**src/design/hmf_pkg.sv**
```systemverilog
// hmf_pkg: types, character constants and text-match helpers for the http message framer
// no dependencies; imported by hmf_len_acc and http_message_framer_core
package hmf_pkg;

    typedef enum logic [2:0] {
        PH_HEADER  = 3'd0,
        PH_BODY    = 3'd2,
        PH_CSIZE   = 3'd3,
        PH_CDATA   = 3'd4,
        PH_CEND    = 3'd5,
        PH_TRAILER = 3'd6
    } t_phase;

    localparam logic [2:0] SEC_HEADER  = 3'd0;
    localparam logic [2:0] SEC_BLANK   = 3'd1;
    localparam logic [2:0] SEC_BODY    = 3'd2;
    localparam logic [2:0] SEC_CSIZE   = 3'd3;
    localparam logic [2:0] SEC_CDATA   = 3'd4;
    localparam logic [2:0] SEC_CEND    = 3'd5;
    localparam logic [2:0] SEC_TRAILER = 3'd6;

    // number parser states
    localparam logic [2:0] NP_IDLE   = 3'd0;
    localparam logic [2:0] NP_ZERO   = 3'd1;  // decimal: in digits
    localparam logic [2:0] NP_PFX    = 3'd2;  // hex: after 0x; decimal: done
    localparam logic [2:0] NP_DIGITS = 3'd3;
    localparam logic [2:0] NP_END    = 3'd4;
    localparam logic [2:0] NP_BAD    = 3'd5;

    localparam logic [7:0] CH_CR    = 8'd13;
    localparam logic [7:0] CH_LF    = 8'd10;
    localparam logic [7:0] CH_SP    = 8'h20;
    localparam logic [7:0] CH_TAB   = 8'd9;
    localparam logic [7:0] CH_VT    = 8'd11;
    localparam logic [7:0] CH_FF    = 8'd12;
    localparam logic [7:0] CH_COLON = 8'h3a;
    localparam logic [7:0] CH_MINUS = 8'h2d;
    localparam logic [7:0] CH_PLUS  = 8'h2b;
    localparam logic [7:0] CH_ZERO  = 8'h30;
    localparam logic [7:0] CH_LX    = 8'h78;
    localparam logic [7:0] CH_UX    = 8'h58;
    localparam logic [7:0] CH_LC    = 8'h63;

    localparam int KEY_CHARS = 17;
    localparam logic [8*KEY_CHARS-1:0] KEY_PROXY = "proxy-connection ";
    localparam logic [8*KEY_CHARS-1:0] KEY_CONN  = "connection       ";
    localparam logic [8*KEY_CHARS-1:0] KEY_CLEN  = "content-length   ";
    localparam logic [8*KEY_CHARS-1:0] KEY_TENC  = "transfer-encoding";
    localparam logic [4:0] LEN_PROXY = 5'd16;
    localparam logic [4:0] LEN_CONN  = 5'd10;
    localparam logic [4:0] LEN_CLEN  = 5'd14;
    localparam logic [4:0] LEN_TENC  = 5'd17;

    localparam logic [8*12-1:0] KA_TEXT = {"keep-alive", CH_CR, CH_LF};
    localparam logic [3:0]      KA_LEN  = 4'd12;
    localparam logic [8*7-1:0]  CK_TEXT = "chunked";
    localparam logic [2:0]      CK_LEN  = 3'd7;

    typedef struct packed {
        logic [3:0] cand;
        logic [4:0] pos;
    } t_key;

    function automatic logic [7:0] to_lower(input logic [7:0] c);
        to_lower = (c >= 8'h41 && c <= 8'h5a) ? c + 8'd32 : c;
    endfunction

    // 4-bit digit value, bit 4 set when not a hex digit
    function automatic logic [4:0] hex_val(input logic [7:0] c);
        if (c >= 8'h30 && c <= 8'h39) hex_val = {1'b0, c[3:0]};
        else if ((c >= 8'h61 && c <= 8'h66) || (c >= 8'h41 && c <= 8'h46))
            hex_val = {1'b0, c[3:0] + 4'd9};
        else hex_val = 5'h10;
    endfunction

    function automatic logic is_blank(input logic [7:0] c);
        is_blank = c == CH_SP || c == CH_TAB || c == CH_VT || c == CH_FF || c == CH_CR;
    endfunction

    function automatic logic key_hit(input logic [8*KEY_CHARS-1:0] key,
                                     input logic [4:0] len, input logic [4:0] pos,
                                     input logic [7:0] c);
        logic [8*KEY_CHARS-1:0] sh;
        sh = key << (8 * pos);
        key_hit = (pos < len) && (to_lower(c) == sh[8*KEY_CHARS-1 -: 8]);
    endfunction

    function automatic t_key key_feed(input t_key k, input logic [7:0] c);
        t_key r;
        r = k;
        if (!key_hit(KEY_PROXY, LEN_PROXY, k.pos, c)) r.cand[0] = 1'b0;
        if (!key_hit(KEY_CONN,  LEN_CONN,  k.pos, c)) r.cand[1] = 1'b0;
        if (!key_hit(KEY_CLEN,  LEN_CLEN,  k.pos, c)) r.cand[2] = 1'b0;
        if (!key_hit(KEY_TENC,  LEN_TENC,  k.pos, c)) r.cand[3] = 1'b0;
        if (k.pos != 5'd31) r.pos = k.pos + 5'd1;
        key_feed = r;
    endfunction

    function automatic logic [7:0] ka_char(input logic [3:0] pos);
        logic [8*12-1:0] sh;
        sh = KA_TEXT << (8 * pos);
        ka_char = sh[8*12-1 -: 8];
    endfunction

    function automatic logic [7:0] ck_char(input logic [2:0] pos);
        logic [8*7-1:0] sh;
        sh = CK_TEXT << (8 * pos);
        ck_char = sh[8*7-1 -: 8];
    endfunction

endpackage

```
**src/design/hmf_len_acc.sv**
```systemverilog
// hmf_len_acc: one decimal or hex digit step of the length accumulator, with saturation
// depends on hmf_pkg
module hmf_len_acc import hmf_pkg::*; #(
    parameter int LENGTH_BITS = 48
) (
    input  logic [LENGTH_BITS-1:0] i_accum,
    input  logic [7:0]             i_byte,
    output logic [LENGTH_BITS-1:0] o_dec_val,
    output logic                   o_dec_sat,
    output logic [LENGTH_BITS-1:0] o_hex_val,
    output logic                   o_hex_sat
);
    logic [LENGTH_BITS+3:0] dec_wide;
    logic [4:0]             hex_d;

    // accum*10 + digit, overflow when any bit above the counter is set
    assign dec_wide = ({4'd0, i_accum} << 3) + ({4'd0, i_accum} << 1)
                    + {{LENGTH_BITS{1'b0}}, i_byte[3:0]};
    assign o_dec_sat = |dec_wide[LENGTH_BITS+3:LENGTH_BITS];
    assign o_dec_val = o_dec_sat ? {LENGTH_BITS{1'b1}} : dec_wide[LENGTH_BITS-1:0];

    assign hex_d     = hex_val(i_byte);
    assign o_hex_sat = |i_accum[LENGTH_BITS-1:LENGTH_BITS-4];
    assign o_hex_val = o_hex_sat ? {LENGTH_BITS{1'b1}}
                                 : {i_accum[LENGTH_BITS-5:0], hex_d[3:0]};
endmodule

```
**src/design/http_message_framer_core.sv**
```systemverilog
// http_message_framer_core: byte-wide http/1.x message framer, top level
// depends on hmf_pkg and hmf_len_acc
//
// Takes one byte of an http/1.x message per word and returns the same byte tagged with
// its section (header line, blank line, body, chunk size, chunk data, chunk end,
// trailer). tlast marks the byte that completes a message; tuser bit 3 (conn_reuse)
// then carries the reuse flag. All header matching, length parsing and counting happen
// in one pass between the accepted byte and the output register, and a new word is
// taken each cycle as long as the output register is empty or being drained in the
// same cycle. Output valid rises in the cycle after the accept.
// Lengths are LENGTH_BITS wide and saturate at all ones.
module http_message_framer_core import hmf_pkg::*; #(
    parameter int LENGTH_BITS = 48
) (
    input  logic       i_clk,
    input  logic       i_rst_n,
    input  logic       i_s_axis_tvalid,
    output logic       o_s_axis_tready,
    input  logic [7:0] i_s_axis_tdata,   // [7:0] data_in
    output logic       o_m_axis_tvalid,
    input  logic       i_m_axis_tready,
    output logic [7:0] o_m_axis_tdata,   // [7:0] data_out
    output logic       o_m_axis_tlast,   // message_end
    output logic [4:0] o_m_axis_tuser    // [2:0] section, [3] conn_reuse, [4] length_saturated
);
    localparam logic [LENGTH_BITS-1:0] LEN_ZERO = '0;

    // parser state
    t_phase                 r_phase, n_phase;
    logic                   r_lfc, n_lfc;          // line opened with cr
    logic [1:0]             r_lbc, n_lbc;          // line byte count, sticks at 3
    t_key                   r_key, n_key;
    logic                   r_in_val, n_in_val;
    logic                   r_pcolon, n_pcolon;
    logic [3:0]             r_kpos, n_kpos;
    logic                   r_kok, n_kok;
    logic [2:0]             r_cpos, n_cpos;
    logic [2:0]             r_nps, n_nps;
    logic                   r_neg, n_neg;
    logic [LENGTH_BITS-1:0] r_accum, n_accum;
    logic [LENGTH_BITS-1:0] r_decl, n_decl;
    logic                   r_chunked, n_chunked;
    logic                   r_reuse, n_reuse;
    logic [LENGTH_BITS-1:0] r_remain, n_remain;
    logic [LENGTH_BITS-1:0] r_csize, n_csize;

    // output register
    logic                   r_ovalid;
    logic [7:0]             r_odata;
    logic [2:0]             r_osec;
    logic                   r_oend, r_oka, r_osat;

    logic [2:0]             sec;
    logic                   msg_end, ka, sat, do_clear, do_finish, accept;
    logic [LENGTH_BITS-1:0] dec_val, hex_val_acc;
    logic                   dec_sat, hex_sat;
    logic [4:0]             hd;
    logic [7:0]             c;

    assign c               = i_s_axis_tdata;
    assign o_s_axis_tready = !r_ovalid || i_m_axis_tready;
    assign accept          = i_s_axis_tvalid && o_s_axis_tready;
    assign hd              = hex_val(c);

    hmf_len_acc #(.LENGTH_BITS(LENGTH_BITS)) u_acc (
        .i_accum   (r_accum),
        .i_byte    (c),
        .o_dec_val (dec_val),
        .o_dec_sat (dec_sat),
        .o_hex_val (hex_val_acc),
        .o_hex_sat (hex_sat)
    );

    always_comb begin
        n_phase = r_phase;  n_lfc = r_lfc;  n_lbc = r_lbc;  n_key = r_key;
        n_in_val = r_in_val;  n_pcolon = r_pcolon;  n_kpos = r_kpos;  n_kok = r_kok;
        n_cpos = r_cpos;  n_nps = r_nps;  n_neg = r_neg;  n_accum = r_accum;
        n_decl = r_decl;  n_chunked = r_chunked;  n_reuse = r_reuse;
        n_remain = r_remain;  n_csize = r_csize;
        sec = SEC_HEADER;  msg_end = 1'b0;  ka = 1'b0;  sat = 1'b0;
        do_clear = 1'b0;  do_finish = 1'b0;

        case (r_phase)
            PH_BODY: begin
                sec = SEC_BODY;
                if (r_remain != LEN_ZERO) n_remain = r_remain - 1'b1;
                if (n_remain == LEN_ZERO) begin
                    if (r_chunked) begin
                        n_phase = PH_CSIZE;
                        do_clear = 1'b1;
                    end else begin
                        do_finish = 1'b1;
                    end
                end
            end
            PH_CSIZE: begin
                sec = SEC_CSIZE;
                if (c == CH_LF) begin
                    if (r_nps >= NP_ZERO && r_nps <= NP_END) n_csize = r_accum;
                    do_clear = 1'b1;
                    n_phase = (n_csize != LEN_ZERO) ? PH_CDATA : PH_TRAILER;
                end else begin
                    case (r_nps)
                        NP_IDLE: begin
                            if (!is_blank(c)) begin
                                if (c == CH_ZERO) begin
                                    n_accum = LEN_ZERO;
                                    n_nps = NP_ZERO;
                                end else if (!hd[4]) begin
                                    n_accum = hex_val_acc;  sat = hex_sat;
                                    n_nps = NP_DIGITS;
                                end else begin
                                    n_nps = NP_BAD;
                                end
                            end
                        end
                        NP_ZERO: begin
                            if (c == CH_LX || c == CH_UX) n_nps = NP_PFX;
                            else if (!hd[4]) begin
                                n_accum = hex_val_acc;  sat = hex_sat;
                                n_nps = NP_DIGITS;
                            end else n_nps = NP_END;
                        end
                        NP_PFX, NP_DIGITS: begin
                            if (!hd[4]) begin
                                n_accum = hex_val_acc;  sat = hex_sat;
                                n_nps = NP_DIGITS;
                            end else n_nps = NP_END;
                        end
                        default: ;
                    endcase
                end
            end
            PH_CDATA: begin
                sec = SEC_CDATA;
                if (r_csize != LEN_ZERO) n_csize = r_csize - 1'b1;
                if (n_csize == LEN_ZERO) n_phase = PH_CEND;
            end
            PH_CEND: begin
                sec = SEC_CEND;
                if (c == CH_LF) begin
                    n_phase = PH_CSIZE;
                    do_clear = 1'b1;
                end
            end
            PH_TRAILER: begin
                sec = SEC_TRAILER;
                if (c == CH_LF) do_finish = 1'b1;
            end
            default: begin
                n_phase = PH_HEADER;
                if (c == CH_LF && r_lbc == 2'd1 && r_lfc) begin
                    // blank line closes the header block
                    sec = SEC_BLANK;
                    do_clear = 1'b1;
                    if (r_decl != LEN_ZERO) begin
                        n_remain = r_decl;
                        n_phase = PH_BODY;
                    end else if (r_chunked) begin
                        n_phase = PH_CSIZE;
                    end else begin
                        do_finish = 1'b1;
                    end
                end else begin
                    sec = (r_lbc == 2'd0 && c == CH_CR) ? SEC_BLANK : SEC_HEADER;
                    if (r_lbc == 2'd0) n_lfc = (c == CH_CR);
                    if (r_lbc != 2'd3) n_lbc = r_lbc + 2'd1;
                    if (r_in_val) begin
                        // keep-alive must match the whole value, any case
                        if (r_kok && r_kpos < KA_LEN && to_lower(c) == ka_char(r_kpos))
                            n_kpos = r_kpos + 4'd1;
                        else
                            n_kok = 1'b0;
                        if (r_cpos < CK_LEN) begin
                            if (c == ck_char(r_cpos)) n_cpos = r_cpos + 3'd1;
                            else n_cpos = (c == CH_LC) ? 3'd1 : 3'd0;
                        end
                        // content-length value, atoll style
                        if (r_key.cand[2]) begin
                            if (r_nps == NP_IDLE) begin
                                if (is_blank(c) || c == CH_LF) begin
                                    n_nps = NP_IDLE;
                                end else if (c == CH_MINUS) begin
                                    n_neg = 1'b1;  n_nps = NP_ZERO;
                                end else if (c == CH_PLUS) begin
                                    n_nps = NP_ZERO;
                                end else if (hd[4] || c > 8'h39) begin
                                    n_nps = NP_PFX;
                                end else begin
                                    n_accum = dec_val;  sat = dec_sat;  n_nps = NP_ZERO;
                                end
                            end else if (r_nps == NP_ZERO) begin
                                if (c >= CH_ZERO && c <= 8'h39) begin
                                    n_accum = dec_val;  sat = dec_sat;
                                end else n_nps = NP_PFX;
                            end
                        end
                    end else if (r_pcolon && c == CH_SP) begin
                        n_pcolon = 1'b0;
                        n_in_val = 1'b1;
                        if (r_key.pos != LEN_PROXY) n_key.cand[0] = 1'b0;
                        if (r_key.pos != LEN_CONN)  n_key.cand[1] = 1'b0;
                        if (r_key.pos != LEN_CLEN)  n_key.cand[2] = 1'b0;
                        if (r_key.pos != LEN_TENC)  n_key.cand[3] = 1'b0;
                    end else begin
                        if (r_pcolon) begin
                            n_key = key_feed(n_key, CH_COLON);
                            n_pcolon = 1'b0;
                        end
                        if (c == CH_COLON) n_pcolon = 1'b1;
                        else n_key = key_feed(n_key, c);
                    end
                    if (c == CH_LF) begin
                        if (n_in_val) begin
                            if ((|n_key.cand[1:0]) && n_kok && n_kpos == KA_LEN)
                                n_reuse = 1'b1;
                            if (n_key.cand[2]) n_decl = n_neg ? LEN_ZERO : n_accum;
                            if (n_key.cand[3] && n_cpos == CK_LEN) n_chunked = 1'b1;
                        end
                        do_clear = 1'b1;
                    end
                end
            end
        endcase

        if (do_finish) begin
            msg_end = 1'b1;  ka = r_reuse;
            n_phase = PH_HEADER;
            n_decl = LEN_ZERO;  n_chunked = 1'b0;  n_reuse = 1'b0;
            n_remain = LEN_ZERO;  n_csize = LEN_ZERO;
        end
        if (do_clear || do_finish) begin
            n_lfc = 1'b0;  n_lbc = 2'd0;  n_key = '{cand: 4'hf, pos: 5'd0};
            n_in_val = 1'b0;  n_pcolon = 1'b0;  n_kpos = 4'd0;  n_kok = 1'b1;
            n_cpos = 3'd0;  n_nps = NP_IDLE;  n_neg = 1'b0;  n_accum = LEN_ZERO;
        end
    end

    always_ff @(posedge i_clk) begin
        if (!i_rst_n) begin
            r_phase <= PH_HEADER;  r_lfc <= 1'b0;  r_lbc <= 2'd0;
            r_key <= '{cand: 4'hf, pos: 5'd0};
            r_in_val <= 1'b0;  r_pcolon <= 1'b0;  r_kpos <= 4'd0;  r_kok <= 1'b1;
            r_cpos <= 3'd0;  r_nps <= NP_IDLE;  r_neg <= 1'b0;  r_accum <= LEN_ZERO;
            r_decl <= LEN_ZERO;  r_chunked <= 1'b0;  r_reuse <= 1'b0;
            r_remain <= LEN_ZERO;  r_csize <= LEN_ZERO;
            r_ovalid <= 1'b0;
        end else begin
            if (accept) begin
                r_phase <= n_phase;  r_lfc <= n_lfc;  r_lbc <= n_lbc;  r_key <= n_key;
                r_in_val <= n_in_val;  r_pcolon <= n_pcolon;  r_kpos <= n_kpos;
                r_kok <= n_kok;  r_cpos <= n_cpos;  r_nps <= n_nps;  r_neg <= n_neg;
                r_accum <= n_accum;  r_decl <= n_decl;  r_chunked <= n_chunked;
                r_reuse <= n_reuse;  r_remain <= n_remain;  r_csize <= n_csize;
                r_ovalid <= 1'b1;
            end else if (i_m_axis_tready) begin
                r_ovalid <= 1'b0;
            end
        end
    end

    // output payload, no reset needed
    always_ff @(posedge i_clk) begin
        if (accept) begin
            r_odata <= c;
            r_osec  <= sec;
            r_oend  <= msg_end;
            r_oka   <= ka;
            r_osat  <= sat;
        end
    end

    assign o_m_axis_tvalid = r_ovalid;
    assign o_m_axis_tdata  = r_odata;
    assign o_m_axis_tlast  = r_oend;
    assign o_m_axis_tuser  = {r_osat, r_oka, r_osec};

    // a message ends only on a blank line, a body byte or a trailer byte
    a_end_section: assert property (@(posedge i_clk) disable iff (!i_rst_n)
        o_m_axis_tvalid && o_m_axis_tlast |->
            (r_osec == SEC_BLANK || r_osec == SEC_BODY || r_osec == SEC_TRAILER))
        else $error("message end outside a closing section");

    // keep-alive is only reported with the message end
    a_ka_end: assert property (@(posedge i_clk) disable iff (!i_rst_n)
        o_m_axis_tvalid && r_oka |-> o_m_axis_tlast)
        else $error("conn_reuse without message end");

    // saturation comes only from a header value or a chunk size digit
    a_sat_sec: assert property (@(posedge i_clk) disable iff (!i_rst_n)
        o_m_axis_tvalid && r_osat |-> (r_osec == SEC_HEADER || r_osec == SEC_CSIZE))
        else $error("saturation flag in wrong section");

    // chunk data never runs with a zero count
    a_cdata_cnt: assert property (@(posedge i_clk) disable iff (!i_rst_n)
        r_phase == PH_CDATA |-> r_csize != LEN_ZERO)
        else $error("chunk data phase with zero size");

    // per-message state is back at reset after the message end
    a_end_clear: assert property (@(posedge i_clk) disable iff (!i_rst_n)
        accept && do_finish |=> (r_phase == PH_HEADER && !r_reuse && !r_chunked))
        else $error("state not cleared after message end");
endmodule
```
**config.mk**
```make
export PLATFORM = sky130hd
export DESIGN_NAME = http_message_framer_core
export DESIGN_NICKNAME = d
export VERILOG_FILES = /design/src/design/hmf_pkg.sv /design/src/design/hmf_len_acc.sv /design/src/design/http_message_framer_core.sv
export SDC_FILE = /design/constraint.sdc
export NUM_CORES = 1
export LEC_CHECK = 0
export BUFFER_PORTS_ARGS = -buffer_cell sky130_fd_sc_hd__buf_2
export CAP_MARGIN = 20
export CORE_MARGIN = 5
export CORE_UTILIZATION = 65
export CTS_CLUSTER_DIAMETER = 100
export DETAILED_ROUTE_END_ITERATION = 6
export PLACE_DENSITY = 0.87
export SYNTH_ARGS = -nofsm -noshare
export SYNTH_HDL_FRONTEND = slang
export SYNTH_SLANG_ARGS = --single-unit
```
**constraint.sdc**
```tcl
create_clock -name i_clk -period 6.55 [get_ports i_clk]
set_input_delay 1.31 -clock i_clk [delete_from_list [all_inputs] [get_ports i_clk]]
set_output_delay 1.31 -clock i_clk [all_outputs]
set_load 0.05 [all_outputs]
```
* Yosys cells after proc, flatten, opt, wreduce, memory -nomap -nowiden
Index checks and enable logic that the tools add are counted.
** Word-level totals
- Flip-flop bits (word level) :: 238
- Word-level logic and storage cells :: 407
- Output and inout port bits :: 16
- Input bits :: 12
** Cells by class
- Equal/unequal tests :: 61
- Add/sub/neg operators :: 11
- Magnitude comparators :: 20
- Reductions and logical operators :: 80
- Multiplexer cells :: 201
- Shift-type cells :: 10
** Operator list (number)
- $mux 48 :: 37
- $shl 135x8->136 const A :: 8
- $pmux 48 s2 :: 3
- $reduce_bool 48->1 :: 4
- $pmux 48 s3 :: 1
- $mux 9 :: 12
- $logic_not 48->1 :: 2
- $shl 95x7->96 const A :: 1
- $sub 48x1->48 const B :: 2
- $mux 1 :: 87
- $mux 3 :: 27
- $shl 55x6->56 const A :: 1
- $add 51x49->52 :: 1
- $add 52x4->52 :: 1
- $eq 8x8->1 :: 6
- $eq 8x4->1 const B :: 5
- $eq 8x6->1 const B :: 5
- $eq 6x8->1 const A :: 4
- $mux 4 :: 8
- $pmux 3 s5 :: 2
- $mux 5 :: 5
- $eq 8x7->1 const B :: 3
- $le 8x7->1 const B :: 3
- $mux 2 :: 12
- 52 further kinds :: 143

* Logic depth before layout (Yosys ltp)
- Word-level depth :: 27
- Depth in mapped cells :: 19

* Hierarchy
A second synthesis with hierarchy kept.
** Second synthesis, totals
- Cell total of the unflattened synthesis :: 3059
- Area total of the unflattened synthesis :: 22231.3 um^2
** By module, submodules not included
- http_message_framer_core :: area an instance 17981.0 um^2, seq. area each 4904.7 um^2, instances 1, cells each 2449
- hmf_len_acc :: area an instance 4250.3 um^2, seq. area each 0.0 um^2, instances 1, cells each 610

* Worst setup path before layout
OpenSTA, ideal clock, no wires.
- Kind :: input-to-reg
- Start :: input i_s_axis_tdata[3]
- End :: register r_accum[10]
- Arrival time :: 4659 ps
- Buffers on the path :: 1
- Stages on the path :: 14
- Slack :: 1754 ps
- Path through :: fa_1 ha_1 a21o_1 nand4_1 a21oi_1 nor2_1 o21ai_0 a21oi_1 o221a_2 o221ai_1 nor4_1 clkbuf_1 a211o_1 a31oi_1
** On the way
- Cells in the longest elaborated chain, start to end :: 16
- Elaborated cells on any way between the ends :: 67
** RTL lines
- from (decl) :: RTL line http_message_framer_core.sv:19 : input logic [7:0] i_s_axis_tdata,
- parallel branches: the longest is 16 deep, another holds $add 52x4->52
- to (signal assigned) :: RTL line http_message_framer_core.sv:253 : r_accum <= n_accum; r_decl <= n_decl; r_chunked <= n_chunked;
- to (decl) :: RTL line http_message_framer_core.sv:40 : logic [LENGTH_BITS-1:0] r_accum, n_accum;
Parallel ways; which one is timed is not known. The select of a mux whose other input is x is not followed.
A chain may end at the register's enable or synchronous reset.

* Worst setup path after layout
- Start :: register r_remain[32]
- End :: register r_decl[16]
** On the way
- Cells in the longest elaborated chain, start to end :: 8
- Elaborated cells on any way between the ends :: 14
** RTL lines
- from (decl) :: RTL line http_message_framer_core.sv:44 : logic [LENGTH_BITS-1:0] r_remain, n_remain;
- from (signal assigned) :: RTL line http_message_framer_core.sv:254 : r_reuse <= n_reuse; r_remain <= n_remain; r_csize <= n_csize;
- $sub 48x1->48 or $reduce_bool 48->1 (tied branches) :: RTL line http_message_framer_core.sv:86 : if (r_remain != LEN_ZERO) n_remain = r_remain - 1'b1;
- $mux 48 * :: RTL line http_message_framer_core.sv:86
- $mux 48 * :: RTL line http_message_framer_core.sv:83 : case (r_phase)
- $logic_not 48->1 * :: RTL line http_message_framer_core.sv:87 : if (n_remain == LEN_ZERO) begin
- $mux 1 * :: RTL line http_message_framer_core.sv:87
- $pmux 1 s3 * :: RTL line http_message_framer_core.sv:83
- $ne 2x2->1 (no line) (tied with other cells)
- $reduce_and 6->1 (no line)
- to (signal assigned) :: RTL line http_message_framer_core.sv:253
- to (decl) :: RTL line http_message_framer_core.sv:41 : logic [LENGTH_BITS-1:0] r_decl, n_decl;
Every way passes the cells marked *; elsewhere a longest branch is shown, timed or not. The select of a mux whose other input is x is not followed.

==> impl_results.md <==
- Status: complete, no violations
- Clock Pin Slew Worst Setup and Hold Paths: 70 ps
- Top-area cell type share of the netlist area: a little over a fifth
- DPL Wire Length: 53.2 mm
- FILL cells: about 2600
- Mapped Area: 20600 µm²
- Grt ovf: 0
- Drt pass-1 iters: 7
- Synth cell count leaders: nand2_1 (247), o21ai_0 (233), nor2_1 (228)
- Cell with the most instances on the worst path: or4_1
- IO buf count: 27
- RSZ-0062 raised after global routing: no
- Num rows: 65
- R2R Path Start: r_remain[32]$_SDFFE_PN0P_
- Slew @ Worst Pin: 1070 ps
- Max-slew violations: 0
- Worst skew pair latency: between 500 and 600 ps
- CP max stage delay: slightly below 800 ps
- Main synth FF type: dfxtp_1
- Critical-path top delay cell: nor4_1
- Register area: between 4000 and 5000 µm²
- Leakage: 8.25 nW
- Iter 0 DRT Violations: 2997
- Crit path DAT: 6370 ps
- Number of H-tree levels: 1
- R2R Path End: r_decl[16]$_SDFFE_PN0P_
- Crit Path Category: register to register
- Seq/Total Area, Yosys: 23.8%
- Syn-to-layout area delta: 6.47%
- Hold depth: 2
- Die Y-Extent: 188 µm
- Post-route worst setup slack: 673 ps
- Vias in the first global route: 21100
- Hold buffer count at cts: 0
- Chip width: 188 µm
- Power Density: between 150 and 200 nW/µm²
- DRT antenna net count: 0
- Top-count cell post-synth: nand2_1
- CP endpoint kind: register
- Synth Register Bits: about 240
- Largest net degree at the start of global routing: 93
- Slew headroom: between 20% and 30%
- CTS sink cnt: 238
- RD Place Congestion: between 1 and 1.5
- Reg2reg path depth: 12
- Placed Area: 20800 µm²
- Worst clock skew: 17.9 ps
- WP data required: slightly above 7000 ps
- GRT Total Usage: 40.1%
- Top cells by area, synth: dfxtp_1 (22%), ha_1 (8.0%), o21ai_0 (5.7%)
- Core ar.: 31400 µm²
- Final worst path period share: around nine tenths
- Syn Inst Count: 2760
- CTS tree: built
- Mean Syn Cell Area: 7.45 µm²
- Hold Path Sink: r_neg$_SDFFE_PN0P_
- Async SR Flop Fraction: 0%
- Final nets: 2803
- CP cell instances: nor4_1 -> nand4_1 -> or3_1 -> o211ai_1 -> or4_1 -> nand4_1 -> or4_1 -> or4_1 -> a21oi_4 -> o211ai_4 -> buf_4 -> o2bb2ai_1
- Root Driver: clkbuf_16
- Postcts setup bufs: 0
- Crit-path max FO: 28
- Initial antenna violation count: 0
- Diode count: 0
- Placed insts: 3028
- Full die area: ~35000 µm²
- Worst vdd ir: between 0.2 and 0.25 mV
- Area occupied by multi-input gates: 14700 µm²
- Vias/cell: 7.56
- Cts bufs inserted: 28
- Share of post-route cells with drive strength above 1: 7.80%
- Min cycle time layout: 5880 ps
- First-pass GRT wire length: about 120 mm
- F_max: 170 MHz
- Post-route setup TNS: 0 ps
- Initial core utilization: 65.5%
- Finished Core Util: 69.8%
- Final total power: 4.04 mW
- Top Ports: 28
- WL per Instance: 24.4 µm
- Final setup vio count: 0
- Fin. Hold Viols: 0
- R2R Setup Slk: 670 ps
- Final WL: 75.2 mm
- Pre-CTS setup slack: between 800 and 900 ps
- Post-cts resize count: 0
- Bufs on Longest Clock Path: 3
- Fin area: about 22000 µm²
- Total number of yosys warnings: 0
- CP Launch Type: register
- Final non-filler cell total: 3081
- Synth cell types: 84
- Via count: 23300
- DRC: 0
- Worst min path class: register to register
- Hold Crit Start: r_neg$_SDFFE_PN0P_
- Hold WS: about 470 ps
- Yosys top cell by area: dfxtp_1
- Max_cap viols: 0
- Post-Syn Nets: 2906
- Number of synthesized flops with an enable pin: 14
- Crit path from: r_remain[32]$_SDFFE_PN0P_
## power by group
part | internal (mW) | switching [mW]
Combinational | 0.228 | 0.444
Clock | 1.09 | 0.704
Sequential | 1.49 | 0.0820
## kinds of logic after synthesis
family	count (synthesis)	share of synthesized area, %
and+or+nand+nor	997	24.2
AOI/OAI and AO/OA	991	32.9
buffers and inverters	273	5.25
DFF	238	23.8
adders and majority gates	134	8.22
xor gates and xnor gates	102	4.34
muxes	25	1.25
## per-layer routing
metal,share of wire (%),vias to the layer above,track usage (%)
met4,5.9,0,20.0
met2,43,1733,60.7
li1,-,10400,-
met1,39,10800,55.2
met5,0,-,0
met3,12,340,7.07
## how the worst max path moves through the flow
stage                          endpoint  slack [ps]  cells past startpoint
5_1_grt         r_decl[22]$_SDFFE_PN0P_         320                     13
3_5_place_dp    r_decl[16]$_SDFFE_PN0P_         890                     12
2_1_floorplan  r_accum[10]$_SDFFE_PN0P_        1750                     14
3_3_place_gp   r_remain[7]$_SDFFE_PN0P_         910                     12
4_1_cts         r_decl[16]$_SDFFE_PN0P_         810                     12
6_report        r_decl[16]$_SDFFE_PN0P_         670                     12
## worst max-delay path, delay by kind of cell (launching register included)
kind                   cells  cell delay (ps)
buffers and inverters      1              360
AOI/OAI and AO/OA          4             1280
and+or+nand+nor            7             3740
DFF                        1              400
## sequential cells by signal, summed over array words and instances, names as in the netlist, 2 cells and up
name	flops
r_remain	48
r_kpos	4
r_phase	3
r_decl	48
o_m_axis_tdata	8
r_lbc	2
r_cpos	3
r_csize	48
r_osec	3
r_key	9
r_accum	48
r_nps	3
## layout by cell type, fill, tap and decap left out, types with 21 or more instances in the layout
cell and n:
ha_1 132, o21ai_0 233, xnor2_1 63, nor3_1 81, a21o_1 38, buf_2 27
dfxtp_1 224, and2_1 21, or4_1 21, o2bb2ai_1 37, nor4_1 75, inv_1 58
a21oi_1 192, o2111ai_1 26, xor2_1 39, or3_1 67, a31oi_1 77, a211oi_1 29
nand2b_1 24, a221oi_1 21, o211ai_1 60, and3_1 28, nor2_1 225, nand2_1 247
clkbuf_16 28, nand4_1 57, buf_4 50, a211o_1 49, nand3_1 71
## final cells by class
cell class	count	share of cell area, %
inverter	61	1.05
clock buffer	31	3.34
clock inverter	21	1.46
sequential	238	22.4
multi-input combinational	2249	67.0
timing repair buffer	79	2.47
tap	402	2.30
Power figures use the tool's default switching activity.
